$ cat config.mk
export PLATFORM = sky130hd
export DESIGN_NAME = fuzzy_min_rule_evaluator
export DESIGN_NICKNAME = d
export VERILOG_FILES = /design/src/sv/fmre_pkg.sv /design/src/sv/fmre_ram.sv /design/src/sv/fmre_front.sv /design/src/sv/fmre_div.sv /design/src/sv/fmre_back.sv /design/src/sv/fuzzy_min_rule_evaluator.sv
export SDC_FILE = /design/constraint.sdc
export NUM_CORES = 2
export LEC_CHECK = 0
export BUFFER_PORTS_ARGS = -buffer_cell sky130_fd_sc_hd__clkbuf_2
export CAP_MARGIN = 20
export CORE_MARGIN = 1.5
export CORE_UTILIZATION = 63
export DETAILED_ROUTE_END_ITERATION = 10
export GPL_TIMING_DRIVEN = 0
export PLACE_DENSITY_LB_ADDON = 0.15
export SYNTH_ARGS = -nofsm -noshare
export SYNTH_HDL_FRONTEND = slang
export SYNTH_HIERARCHICAL = 1
export SYNTH_SLANG_ARGS = --single-unit
$ cat constraint.sdc
create_clock -name clk -period 11.35 [get_ports clk]
set_input_delay 2.8375 -clock clk [delete_from_list [all_inputs] [get_ports clk]]
set_output_delay 2.8375 -clock clk [all_outputs]
set_load 0.005 [all_outputs]
$ cat src/sv/fmre_pkg.sv
package fmre_pkg;
  localparam int MAX_SETS = 16;
  localparam int IDX_W = $clog2(MAX_SETS);
  localparam int ONE_Q = 32768;

  typedef enum logic [1:0] {
    KIND_SET  = 2'd0,
    KIND_RULE = 2'd1,
    KIND_EVAL = 2'd2,
    KIND_NONE = 2'd3
  } kind_t;

  // queued evaluation request
  typedef struct packed {
    logic [15:0] va;
    logic [15:0] vb;
  } job_t;

  typedef enum logic [3:0] {
    ST_IDLE, ST_SCAN, ST_RD, ST_SETUP, ST_DIV, ST_COMB, ST_NEXTH,
    ST_RULE, ST_RULEW, ST_EMIT
  } state_t;
endpackage

$ cat src/sv/fmre_ram.sv
module fmre_ram #(
  parameter int WIDTH = 8,
  parameter int DEPTH = 16
) (
  input  logic                     clk,
  input  logic                     we,
  input  logic [$clog2(DEPTH)-1:0] waddr,
  input  logic [WIDTH-1:0]         wdata,
  input  logic [$clog2(DEPTH)-1:0] raddr,
  output logic [WIDTH-1:0]         rdata
);
  logic [WIDTH-1:0] mem [DEPTH];
  always_ff @(posedge clk) begin
    if (we) mem[waddr] <= wdata;
    rdata <= mem[raddr];
  end
endmodule

$ cat src/sv/fmre_front.sv
module fmre_front import fmre_pkg::*; (
  input  logic                      clk,
  input  logic                      rst_n,
  input  logic                      in_tvalid,
  output logic                      in_tready,
  input  logic [1:0]                kind,
  input  logic [15:0]               va,
  input  logic [15:0]               vb,
  input  logic [3:0]                row,
  input  logic [3:0]                col,
  input  logic [53:0]               pts,
  input  logic [3:0]                rule,
  output logic                      set_we,
  output logic [IDX_W-1:0]          set_wa,
  output logic [53:0]               set_wd,
  output logic                      rule_we,
  output logic [2*IDX_W-1:0]        rule_wa,
  output logic [3:0]                rule_wd,
  output logic                      q_valid,
  output job_t                      q_data,
  input  logic                      q_pop,
  input  logic                      be_busy
);
  // two-entry queue of evaluation jobs
  job_t       q_mem_r [2];
  logic       wp_r, rp_r;
  logic [1:0] cnt_r;
  logic       push;
  logic       load_kind;

  // a load waits until every earlier evaluation has finished with the tables
  assign load_kind = (kind == KIND_SET) || (kind == KIND_RULE);
  assign in_tready = (cnt_r != 2'd2) && !(load_kind && ((cnt_r != 2'd0) || be_busy));
  assign push = in_tvalid && in_tready && (kind == KIND_EVAL);
  assign q_valid = (cnt_r != 2'd0);
  assign q_data = q_mem_r[rp_r];

  assign set_we = in_tvalid && in_tready && (kind == KIND_SET) && ({1'b0, row} < 5'(MAX_SETS));
  assign set_wa = row[IDX_W-1:0];
  assign set_wd = pts;
  assign rule_we = in_tvalid && in_tready && (kind == KIND_RULE)
                   && ({1'b0, row} < 5'(MAX_SETS)) && ({1'b0, col} < 5'(MAX_SETS));
  assign rule_wa = {row[IDX_W-1:0], col[IDX_W-1:0]};
  assign rule_wd = rule;

  always_ff @(posedge clk) begin
    if (push) q_mem_r[wp_r] <= '{va: va, vb: vb};
    if (!rst_n) begin
      wp_r <= 1'b0; rp_r <= 1'b0; cnt_r <= 2'd0;
    end else begin
      if (push) wp_r <= ~wp_r;
      if (q_pop) rp_r <= ~rp_r;
      cnt_r <= cnt_r + 2'(push) - 2'(q_pop);
    end
  end
endmodule

$ cat src/sv/fmre_div.sv
module fmre_div (
  input  logic        clk,
  input  logic        rst_n,
  input  logic        start,
  input  logic [17:0] num,
  input  logic [17:0] den,
  output logic        done,
  output logic [17:0] quo
);
  // restoring divide of (num*32768 + den/2) by den, one bit a cycle
  logic [34:0] rem_r, rem_nxt;
  logic [33:0] dvd_r, dvd_nxt;
  logic [17:0] den_r;
  logic [33:0] q_r;
  logic [5:0]  cnt_r;
  logic        busy_r;
  logic [35:0] trial;

  assign trial = {rem_r, dvd_r[33]} - {18'd0, den_r};
  always_comb begin
    rem_nxt = {rem_r[33:0], dvd_r[33]};
    if (!trial[35]) rem_nxt = trial[34:0];
    dvd_nxt = {dvd_r[32:0], 1'b0};
  end
  assign done = busy_r && (cnt_r == 6'd0);
  assign quo = (q_r > 34'd65536) ? 18'd65536 : q_r[17:0];

  always_ff @(posedge clk) begin
    if (!rst_n) begin
      busy_r <= 1'b0; cnt_r <= 6'd0;
    end else if (start) begin
      busy_r <= 1'b1;
      cnt_r <= 6'd34;
      rem_r <= '0;
      dvd_r <= {1'b0, num, 15'd0} + {17'd0, den[17:1]};
      den_r <= den;
      q_r <= '0;
    end else if (busy_r && cnt_r != 6'd0) begin
      rem_r <= rem_nxt;
      dvd_r <= dvd_nxt;
      q_r <= {q_r[32:0], ~trial[35]};
      cnt_r <= cnt_r - 6'd1;
    end else begin
      busy_r <= 1'b0;
    end
  end
endmodule

$ cat src/sv/fmre_back.sv
module fmre_back import fmre_pkg::*; (
  input  logic               clk,
  input  logic               rst_n,
  input  logic [4:0]         nsets,
  input  logic               q_valid,
  input  job_t               q_data,
  output logic               q_pop,
  output logic               busy,
  output logic [IDX_W-1:0]   set_ra,
  input  logic [53:0]        set_rd,
  output logic [2*IDX_W-1:0] rule_ra,
  input  logic [3:0]         rule_rd,
  output logic               out_tvalid,
  input  logic               out_tready,
  output logic [3:0]         o_set,
  output logic [15:0]        o_str,
  output logic               o_last,
  output logic               o_empty,
  output logic               o_ovf
);
  state_t state_r, state_nxt;
  job_t   job_r;
  logic [4:0]       i_r;         // scan index
  logic             side_r;      // 0 input a, 1 input b
  logic [IDX_W-1:0] ia_r [2], ib_r [2];
  logic [1:0]       na_r, nb_r;
  logic             ovf_r;
  logic [16:0]      ha_r [2], hb_r [2];
  logic             hk_r;        // which match being heighted
  logic             part_r;      // which fraction of a triangle
  logic [17:0]      h1_r;        // first height of a middle set
  logic             pi_r, pj_r;
  logic             dstart, ddone;
  logic [17:0]      dnum, dden, dquo;
  logic signed [18:0] num_s, den_s;
  logic             neg_r;
  logic signed [18:0] fr_r;
  logic             v_r;

  logic signed [16:0] pl, pp, pr;
  logic signed [17:0] vs;
  logic [15:0] vcur;
  logic [1:0]  ncur;
  logic [IDX_W-1:0] icur;
  logic is_first, is_last_set;

  assign pl = set_rd[16:0];
  assign pp = set_rd[33:17];
  assign pr = set_rd[50:34];
  assign vcur = side_r ? job_r.vb : job_r.va;
  assign vs = {2'b00, vcur};
  assign ncur = side_r ? nb_r : na_r;
  assign icur = side_r ? ib_r[hk_r] : ia_r[hk_r];
  assign is_first = (icur == '0);
  assign is_last_set = ({1'b0, icur} == 5'(nsets - 5'd1));

  // registered read: the address goes out one state ahead of its use;
  // during the scan, set a0 is fetched for the first height setup
  always_comb begin
    if (state_r == ST_RD) set_ra = i_r[IDX_W-1:0];
    else if (state_r == ST_SCAN) set_ra = ia_r[0];
    else set_ra = icur;
  end
  assign rule_ra = {ia_r[pi_r], ib_r[pj_r]};

  // fraction operands: part 0 is (v-P)/(R-P) except last set; part 1 is (P-v)/(P-L)
  always_comb begin
    num_s = 19'(vs) - 19'(pp);
    den_s = 19'(pr) - 19'(pp);
    if (is_last_set && !is_first) begin
      num_s = 19'(vs) - 19'(pl);
      den_s = 19'(pp) - 19'(pl);
    end else if (part_r) begin
      num_s = 19'(pp) - 19'(vs);
      den_s = 19'(pp) - 19'(pl);
    end
    dnum = num_s[18] ? 18'(-num_s) : num_s[17:0];
    dden = den_s[18] ? 18'(-den_s) : den_s[17:0];
  end

  fmre_div u_div (.clk, .rst_n, .start(dstart), .num(dnum), .den(dden),
                  .done(ddone), .quo(dquo));

  logic signed [19:0] hcalc;
  logic signed [19:0] hsat_in;
  logic [17:0] hsat;
  always_comb begin
    if (is_last_set && !is_first) hcalc = 20'(fr_r);
    else hcalc = 20'sd32768 - 20'(fr_r);
    hsat_in = hcalc;
    if (!is_first && !(is_last_set) && part_r && $signed({2'b0, h1_r}) < hsat_in)
      hsat_in = $signed({2'b0, h1_r});
    if (hsat_in < 0) hsat = 18'd0;
    else if (hsat_in > 20'sd32768) hsat = 18'd32768;
    else hsat = hsat_in[17:0];
  end

  logic match_hit;
  assign match_hit = ($signed(vs) > $signed({pl[16], pl})) &&
                     ($signed(vs) < $signed({pr[16], pr}));

  logic [16:0] sa, sb;
  assign sa = ha_r[pi_r];
  assign sb = hb_r[pj_r];

  always_comb begin
    state_nxt = state_r;
    unique case (state_r)
      ST_IDLE:  if (q_valid) state_nxt = ST_RD;
      ST_RD:    state_nxt = ST_SCAN;
      ST_SCAN: begin
        if (i_r == nsets - 5'd1) begin
          if (side_r) begin
            if (na_r == 2'd0 || (nb_r == 2'd0 && !match_hit)) state_nxt = ST_EMIT;
            else state_nxt = ST_SETUP;
          end else state_nxt = ST_RD;
        end else state_nxt = ST_RD;
      end
      // zero denominator needs no divide
      ST_SETUP: state_nxt = (dden == 18'd0) ? ST_COMB : ST_DIV;
      ST_DIV:   if (ddone) state_nxt = ST_COMB;
      ST_COMB:  state_nxt = ST_NEXTH;
      ST_NEXTH: state_nxt = v_r ? ST_RULE : ST_SETUP;
      ST_RULE:  state_nxt = ST_RULEW;
      ST_RULEW: state_nxt = ST_EMIT;
      ST_EMIT:  if (!out_tvalid || out_tready) state_nxt = o_last ? ST_IDLE : ST_RULE;
      default:  state_nxt = ST_IDLE;
    endcase
  end

  assign q_pop = (state_r == ST_IDLE) && q_valid;
  assign busy = (state_r != ST_IDLE);
  assign dstart = (state_r == ST_SETUP) && (dden != 18'd0);

  always_ff @(posedge clk) begin
    if (!rst_n) begin
      state_r <= ST_IDLE;
      out_tvalid <= 1'b0;
    end else begin
      if (out_tvalid && out_tready) out_tvalid <= 1'b0;
      state_r <= state_nxt;
      unique case (state_r)
        ST_IDLE: if (q_valid) begin
          job_r <= q_data; i_r <= 5'd0; side_r <= 1'b0; ovf_r <= 1'b0;
          if (q_data.va == 16'd0) begin
            ia_r[0] <= '0; na_r <= 2'd1;
          end else if (q_data.va == 16'(ONE_Q)) begin
            ia_r[0] <= IDX_W'(nsets - 5'd1); na_r <= 2'd1;
          end else na_r <= 2'd0;
          if (q_data.vb == 16'd0) begin
            ib_r[0] <= '0; nb_r <= 2'd1;
          end else if (q_data.vb == 16'(ONE_Q)) begin
            ib_r[0] <= IDX_W'(nsets - 5'd1); nb_r <= 2'd1;
          end else nb_r <= 2'd0;
        end
        ST_RD: ;
        ST_SCAN: begin
          if (match_hit) begin
            if (ncur == 2'd2) ovf_r <= 1'b1;
            else if (side_r) begin
              ib_r[nb_r[0]] <= i_r[IDX_W-1:0]; nb_r <= nb_r + 2'd1;
            end else begin
              ia_r[na_r[0]] <= i_r[IDX_W-1:0]; na_r <= na_r + 2'd1;
            end
          end
          if (i_r == nsets - 5'd1) begin
            i_r <= 5'd0;
            side_r <= ~side_r;
            if (side_r) begin
              hk_r <= 1'b0; part_r <= 1'b0;
            end
          end else i_r <= i_r + 5'd1;
          if (state_nxt == ST_EMIT) begin
            out_tvalid <= 1'b1; o_set <= 4'd0; o_str <= 16'd0; o_last <= 1'b1;
            o_empty <= 1'b1;
            o_ovf <= ovf_r || (match_hit && ncur == 2'd2);
          end
        end
        ST_SETUP: begin
          neg_r <= num_s[18] != den_s[18];
          if (dden == 18'd0)
            fr_r <= (num_s == 0) ? 19'sd0 : (num_s[18] ? -19'sd65536 : 19'sd65536);
        end
        ST_DIV: if (ddone) fr_r <= neg_r ? -$signed({1'b0, dquo}) : $signed({1'b0, dquo});
        ST_COMB: begin
          if (!is_first && !is_last_set && !part_r) begin
            h1_r <= 18'(hcalc < 0 ? 20'sd0 : hcalc);
            part_r <= 1'b1;
            v_r <= 1'b0;
          end else begin
            part_r <= 1'b0;
            if (side_r) hb_r[hk_r] <= hsat[16:0];
            else ha_r[hk_r] <= hsat[16:0];
            if ({1'b0, hk_r} + 2'd1 < ncur) begin
              hk_r <= 1'b1; v_r <= 1'b0;
            end else if (!side_r) begin
              side_r <= 1'b1; hk_r <= 1'b0; v_r <= 1'b0;
            end else begin
              v_r <= 1'b1; pi_r <= 1'b0; pj_r <= 1'b0;
            end
          end
        end
        ST_NEXTH: ;
        ST_RULE: ;
        ST_RULEW: begin
          out_tvalid <= 1'b1;
          o_set <= rule_rd;
          o_str <= (sa < sb) ? sa[15:0] : sb[15:0];
          o_last <= ({1'b0, pi_r} == na_r - 2'd1) && ({1'b0, pj_r} == nb_r - 2'd1);
          o_empty <= 1'b0;
          o_ovf <= ovf_r;
        end
        ST_EMIT: if ((!out_tvalid || out_tready) && !o_last) begin
          if ({1'b0, pj_r} + 2'd1 < nb_r) pj_r <= 1'b1;
          else begin pj_r <= 1'b0; pi_r <= 1'b1; end
        end
        default: ;
      endcase
    end
  end
endmodule

$ cat src/sv/fuzzy_min_rule_evaluator.sv
// Fuzzy min-rule evaluator, two inputs, triangular sets.
// in_ channel: kind 0 loads set breakpoints, kind 1 a rule entry, kind 2
// evaluates a pair, kind 3 is dropped. A load waits until no evaluation is
// queued or running, then is written to its table and produces nothing.
// Evaluations go into a two-entry job queue.
// out_ channel: one to four transfers per evaluation, last marked by tlast;
// a no-match evaluation gives one transfer with the empty flag.
// Steps: a scan of 2*sets_in_use reads, then per fraction (up to eight) a
// setup, a divide in the shared serial divider and a combine (a zero
// denominator skips the divide), then a rule read and a transfer per result.
// The back end works on one evaluation at a time; the front end queues
// further jobs meanwhile.
// Output is held in a register; while the receiver stalls the back end
// waits and the front end keeps taking up to two jobs; loads wait.
// Reset (synchronous, rst_n low) empties the queue, idles the back end and
// sets sets_in_use to 16. Set and rule tables are undefined until loaded.
// cfg_wdata is saturated to [2, 16] on write.
module fuzzy_min_rule_evaluator import fmre_pkg::*; (
  input  logic         clk,
  input  logic         rst_n,
  input  logic         in_tvalid,
  output logic         in_tready,
  // value_a[15:0] value_b[31:16] table_row[35:32] table_col[39:36]
  // point_left[56:40] point_peak[73:57] point_right[90:74] rule_out[94:91]
  input  logic [95:0]  in_tdata,
  input  logic [1:0]   in_tuser,   // kind[1:0]
  output logic         out_tvalid,
  input  logic         out_tready,
  output logic [23:0]  out_tdata,  // out_set[3:0] strength[19:4]
  output logic         out_tlast,
  output logic [1:0]   out_tuser,  // empty_res[0] overflow[1]
  input  logic         cfg_we,
  input  logic [4:0]   cfg_wdata
);
  logic [4:0] nsets_r;
  always_ff @(posedge clk) begin
    if (!rst_n) nsets_r <= 5'd16;
    else if (cfg_we)
      nsets_r <= (cfg_wdata < 5'd2) ? 5'd2 :
                 (cfg_wdata > 5'(MAX_SETS)) ? 5'(MAX_SETS) : cfg_wdata;
  end

  logic set_we, rule_we, q_valid, q_pop, be_busy;
  logic [IDX_W-1:0] set_wa, set_ra;
  logic [53:0] set_wd, set_rd;
  logic [2*IDX_W-1:0] rule_wa, rule_ra;
  logic [3:0] rule_wd, rule_rd, o_set;
  logic [15:0] o_str;
  job_t q_data;

  fmre_front u_front (
    .clk, .rst_n, .in_tvalid, .in_tready, .kind(in_tuser),
    .va(in_tdata[15:0]), .vb(in_tdata[31:16]), .row(in_tdata[35:32]),
    .col(in_tdata[39:36]), .pts({3'd0, in_tdata[90:40]}), .rule(in_tdata[94:91]),
    .set_we, .set_wa, .set_wd, .rule_we, .rule_wa, .rule_wd,
    .q_valid, .q_data, .q_pop, .be_busy
  );

  fmre_ram #(.WIDTH(54), .DEPTH(MAX_SETS)) u_sets (
    .clk, .we(set_we), .waddr(set_wa), .wdata(set_wd), .raddr(set_ra), .rdata(set_rd));
  fmre_ram #(.WIDTH(4), .DEPTH(MAX_SETS*MAX_SETS)) u_rules (
    .clk, .we(rule_we), .waddr(rule_wa), .wdata(rule_wd), .raddr(rule_ra), .rdata(rule_rd));

  fmre_back u_back (
    .clk, .rst_n, .nsets(nsets_r), .q_valid, .q_data, .q_pop, .busy(be_busy),
    .set_ra, .set_rd, .rule_ra, .rule_rd, .out_tvalid, .out_tready,
    .o_set, .o_str, .o_last(out_tlast), .o_empty(out_tuser[0]), .o_ovf(out_tuser[1])
  );

  assign out_tdata = {4'd0, o_str, o_set};

`ifndef SYNTH
  a_nsets_range: assert property (@(posedge clk) disable iff (!rst_n)
    nsets_r >= 5'd2 && nsets_r <= 5'(MAX_SETS)) else $error("sets_in_use out of range");
  a_empty_zero: assert property (@(posedge clk) disable iff (!rst_n)
    out_tvalid && out_tuser[0] |-> out_tlast && out_tdata == 24'd0)
    else $error("empty result not cleared");
  a_str_range: assert property (@(posedge clk) disable iff (!rst_n)
    out_tvalid |-> out_tdata[19:4] <= 16'd32768) else $error("strength above one");
`endif
endmodule
==> summary.txt <==
Max stage delay cell, worst path: sky130_fd_sc_hd__buf_1
Clock buffer depth: 3
Post-route DRC: 0
Clock net sink count: 2,298
Vias: 58,038
Result of the run: completed
Highest cell delay on the worst timing path: 0.86 ns
Least-Margin Pin Slew: 1.20 ns
Worst Setup End Kind: register
Cell area power density: 213 mW/mm2
Ratio of cells with drive above 1 in the final layout: 18.7%
Mean number of vias per cell: 6.73
CP max FO: 10
Critical Path Source Type: register
Count of hold-fix buffers inserted at cts: 0
Starting density of the core: 63.5%
DPL Wire Length: 175,000 um
M1 WL: 98,300 um
RSZ-0062 raised after global routing: false
Final wirelength: 256,000 um
Count of endpoints failing hold in the final timing report: 0
Largest net degree at the start of global routing: 171
CTS buffer count: 217
Area growth from synthesis to layout: 11.7%
Number of cells in the finished layout apart from fillers: 8,628
Avg Synthesized Cell Area: 16.5 um2
Largest voltage drop on the vdd net: 181 uV
Required time of the worst setup path: 11.94 ns
Time the worst path needs with I/O delays and setup: 8.83 ns
Antenna-violating nets left: 0
Data arrival time at the worst-slack endpoint: 9.41 ns
Floorplan die height: 400 um
Total leakage power: 37.3 nW
Overall fraction of global-route tracks in use: 32.1%
Die Wd: 400 um
Placer congestion estimate: 0.968
Post-CTS Setup Inserts: 0
Port Buffers: 67
Floorplan core area: 0.156 mm2
Number of I/O pins: 137
Pins Over Slew Limit: 0
H-tree lvl count: 4
Top layer reached by signal wires: met5
Die Area: 0.160 mm2
Initial antenna violation count: 20
Filler Cells Inserted: 9,689
Yosys warns: 6
Critical path's most frequent cell: sky130_fd_sc_hd__a21oi_1
Gr ovfl total: 0
Clock Pin Slew Worst Setup and Hold Paths: 0.06 ns
Root buf cell: sky130_fd_sc_hd__clkbuf_16
Cells after Synth: 6,004
Detailed router's first-iteration violation count: 8,273
CTS tree: yes
Wire length of the first global-routing pass: 371,000 um
Combined area of all synthesized cells: 0.0993 mm2
Wire length on met2: 116,000 um
Post-CTS resize count: 0
Max-slew headroom at the worst pin: 20.3%
HP Class: register to register
Final cycle utilization of the critical path: 77.8%
Count of maximum capacitance violations: 0
Final total power: 23.6 mW
Startpoint-to-endpoint class of the critical path: register to register
Final-stage net count: 6,653
Total placed cells including tap cells: 8,211
Total met3 wirelength after detailed routing: 33,300 um
Highest clock frequency the design can meet: 113 MHz
Site Rows: 145
Skew final: 0.0683 ns
Number of endpoints failing setup at the final stage: 0
Routed wire length per instance: 29.6 um
Detailed Routing Iterations Pass 1: 9
Number of global-route vias before repair: 56,274
Clk Latency, worst-skew pair: 0.88 ns
Sum Neg Setup Slack: 0 ns
[metal layers]
metal  GRT usage, %  vias up
met4           9.80       16
met5              0        -
met2           48.0     3710
li1               -    24402
met3           9.39      522
met1           46.3    29388
[worst max-delay path, delay by kind of cell, from the launching register on]
| family | cells | cell delay (ns) |
|---|---|---|
| AOI/OAI and AO/OA | 10 | 1.81 |
| xor gates and xnor gates | 1 | 0.16 |
| adders and majority gates | 2 | 0.79 |
| buffers and inverters | 8 | 3.59 |
| DFF | 1 | 0.51 |
| muxes | 2 | 0.99 |
| and+or+nand+nor | 4 | 0.72 |
[final timing paths]
check / to / cells past startpoint / start / slack (ns)
max: u_back/u_div/dvd_r[29]$_DFFE_PP_ / 27 / u_back/side_r$_DFFE_PP_ / 2.52
min: u_back/o_ovf$_DFFE_PP_ / 1 / u_back/ovf_r$_DFFE_PP_ / 0.51
max reg2reg: u_back/u_div/dvd_r[29]$_DFFE_PP_ / 27 / u_back/side_r$_DFFE_PP_ / 2.52
min reg2reg: u_back/o_ovf$_DFFE_PP_ / 1 / u_back/ovf_r$_DFFE_PP_ / 0.51
[layout make-up]
class	count	area, um2	area share [%]
Sequential cell	2298	68200	61.5
Inverter	158	593	0.535
Multi-Input combinational cell	3186	28600	25.8
Timing Repair Buffer	144	1650	1.49
Clock buffer	280	5830	5.26
Antenna cell	10	25.0	0.0226
Buffer	368	2120	1.91
Clock inverter	126	1350	1.21
Tap cell	2058	2570	2.32
[state kept, by name, indices dropped and copies added (netlist names), 34 cells and up, named ones only]
signal / count
u_back/u_div/rem_r: 35
u_back/u_div/dvd_r: 34
u_back/u_div/q_r: 34
u_sets/mem: 816
u_back/ha_r: 34
u_front/q_mem_r: 64
u_rules/mem: 1024
u_sets/rdata: 51
u_back/hb_r: 34
[where the power goes]
group / internal [mW] / leakage (nW) / switching [mW] / total [mW]
Combinational: 2.51 / 13.2 / 4.16 / 6.67
Clock: 4.02 / 3.47 / 3.19 / 7.21
Sequential: 9.57 / 20.7 / 0.180 / 9.75
Total: 16.1 / 37.3 / 7.53 / 23.6
[cell usage in the layout, fill, tap and decap left out, drive strengths merged, types with 15 or more instances in the layout]
| master | count |
|---|---|
| a211oi | 22 |
| a21o | 48 |
| a21oi | 215 |
| a22oi | 137 |
| a31oi | 29 |
| and2 | 43 |
| and3 | 25 |
| buf | 267 |
| bufinv | 16 |
| clkbuf | 525 |
| clkinv | 97 |
| dfxtp | 80 |
| edfxtp | 2218 |
| ha | 165 |
| inv | 161 |
| mux2 | 95 |
| mux2i | 125 |
| mux4 | 458 |
| nand2 | 266 |
| nand2b | 48 |
| nand3 | 85 |
| nand3b | 15 |
| nand4 | 45 |
| nor2 | 500 |
| nor2b | 92 |
| nor3 | 65 |
| nor4 | 48 |
| o211ai | 26 |
| o21a | 35 |
| o21ai | 139 |
| o22ai | 23 |
| o31ai | 23 |
| or3 | 24 |
| or4 | 17 |
| xnor2 | 90 |
| xor2 | 72 |
[stage by stage]
step / hold slack (ns) / utilization (%) / setup WS [ns] / area (um2)
2_1_floorplan: 0.450 / - / 3.34 / 99300
3_3_place_gp: 0.457 / 65.4 / -1.70 / 102000
3_5_place_dp: 0.504 / 66.3 / 2.80 / 104000
4_1_cts: 0.503 / 70.9 / 2.80 / 111000
5_1_grt: 0.512 / 70.9 / 2.20 / 111000
6_report: 0.512 / 70.9 / 2.52 / 111000
(Power assumes the default switching activity.)
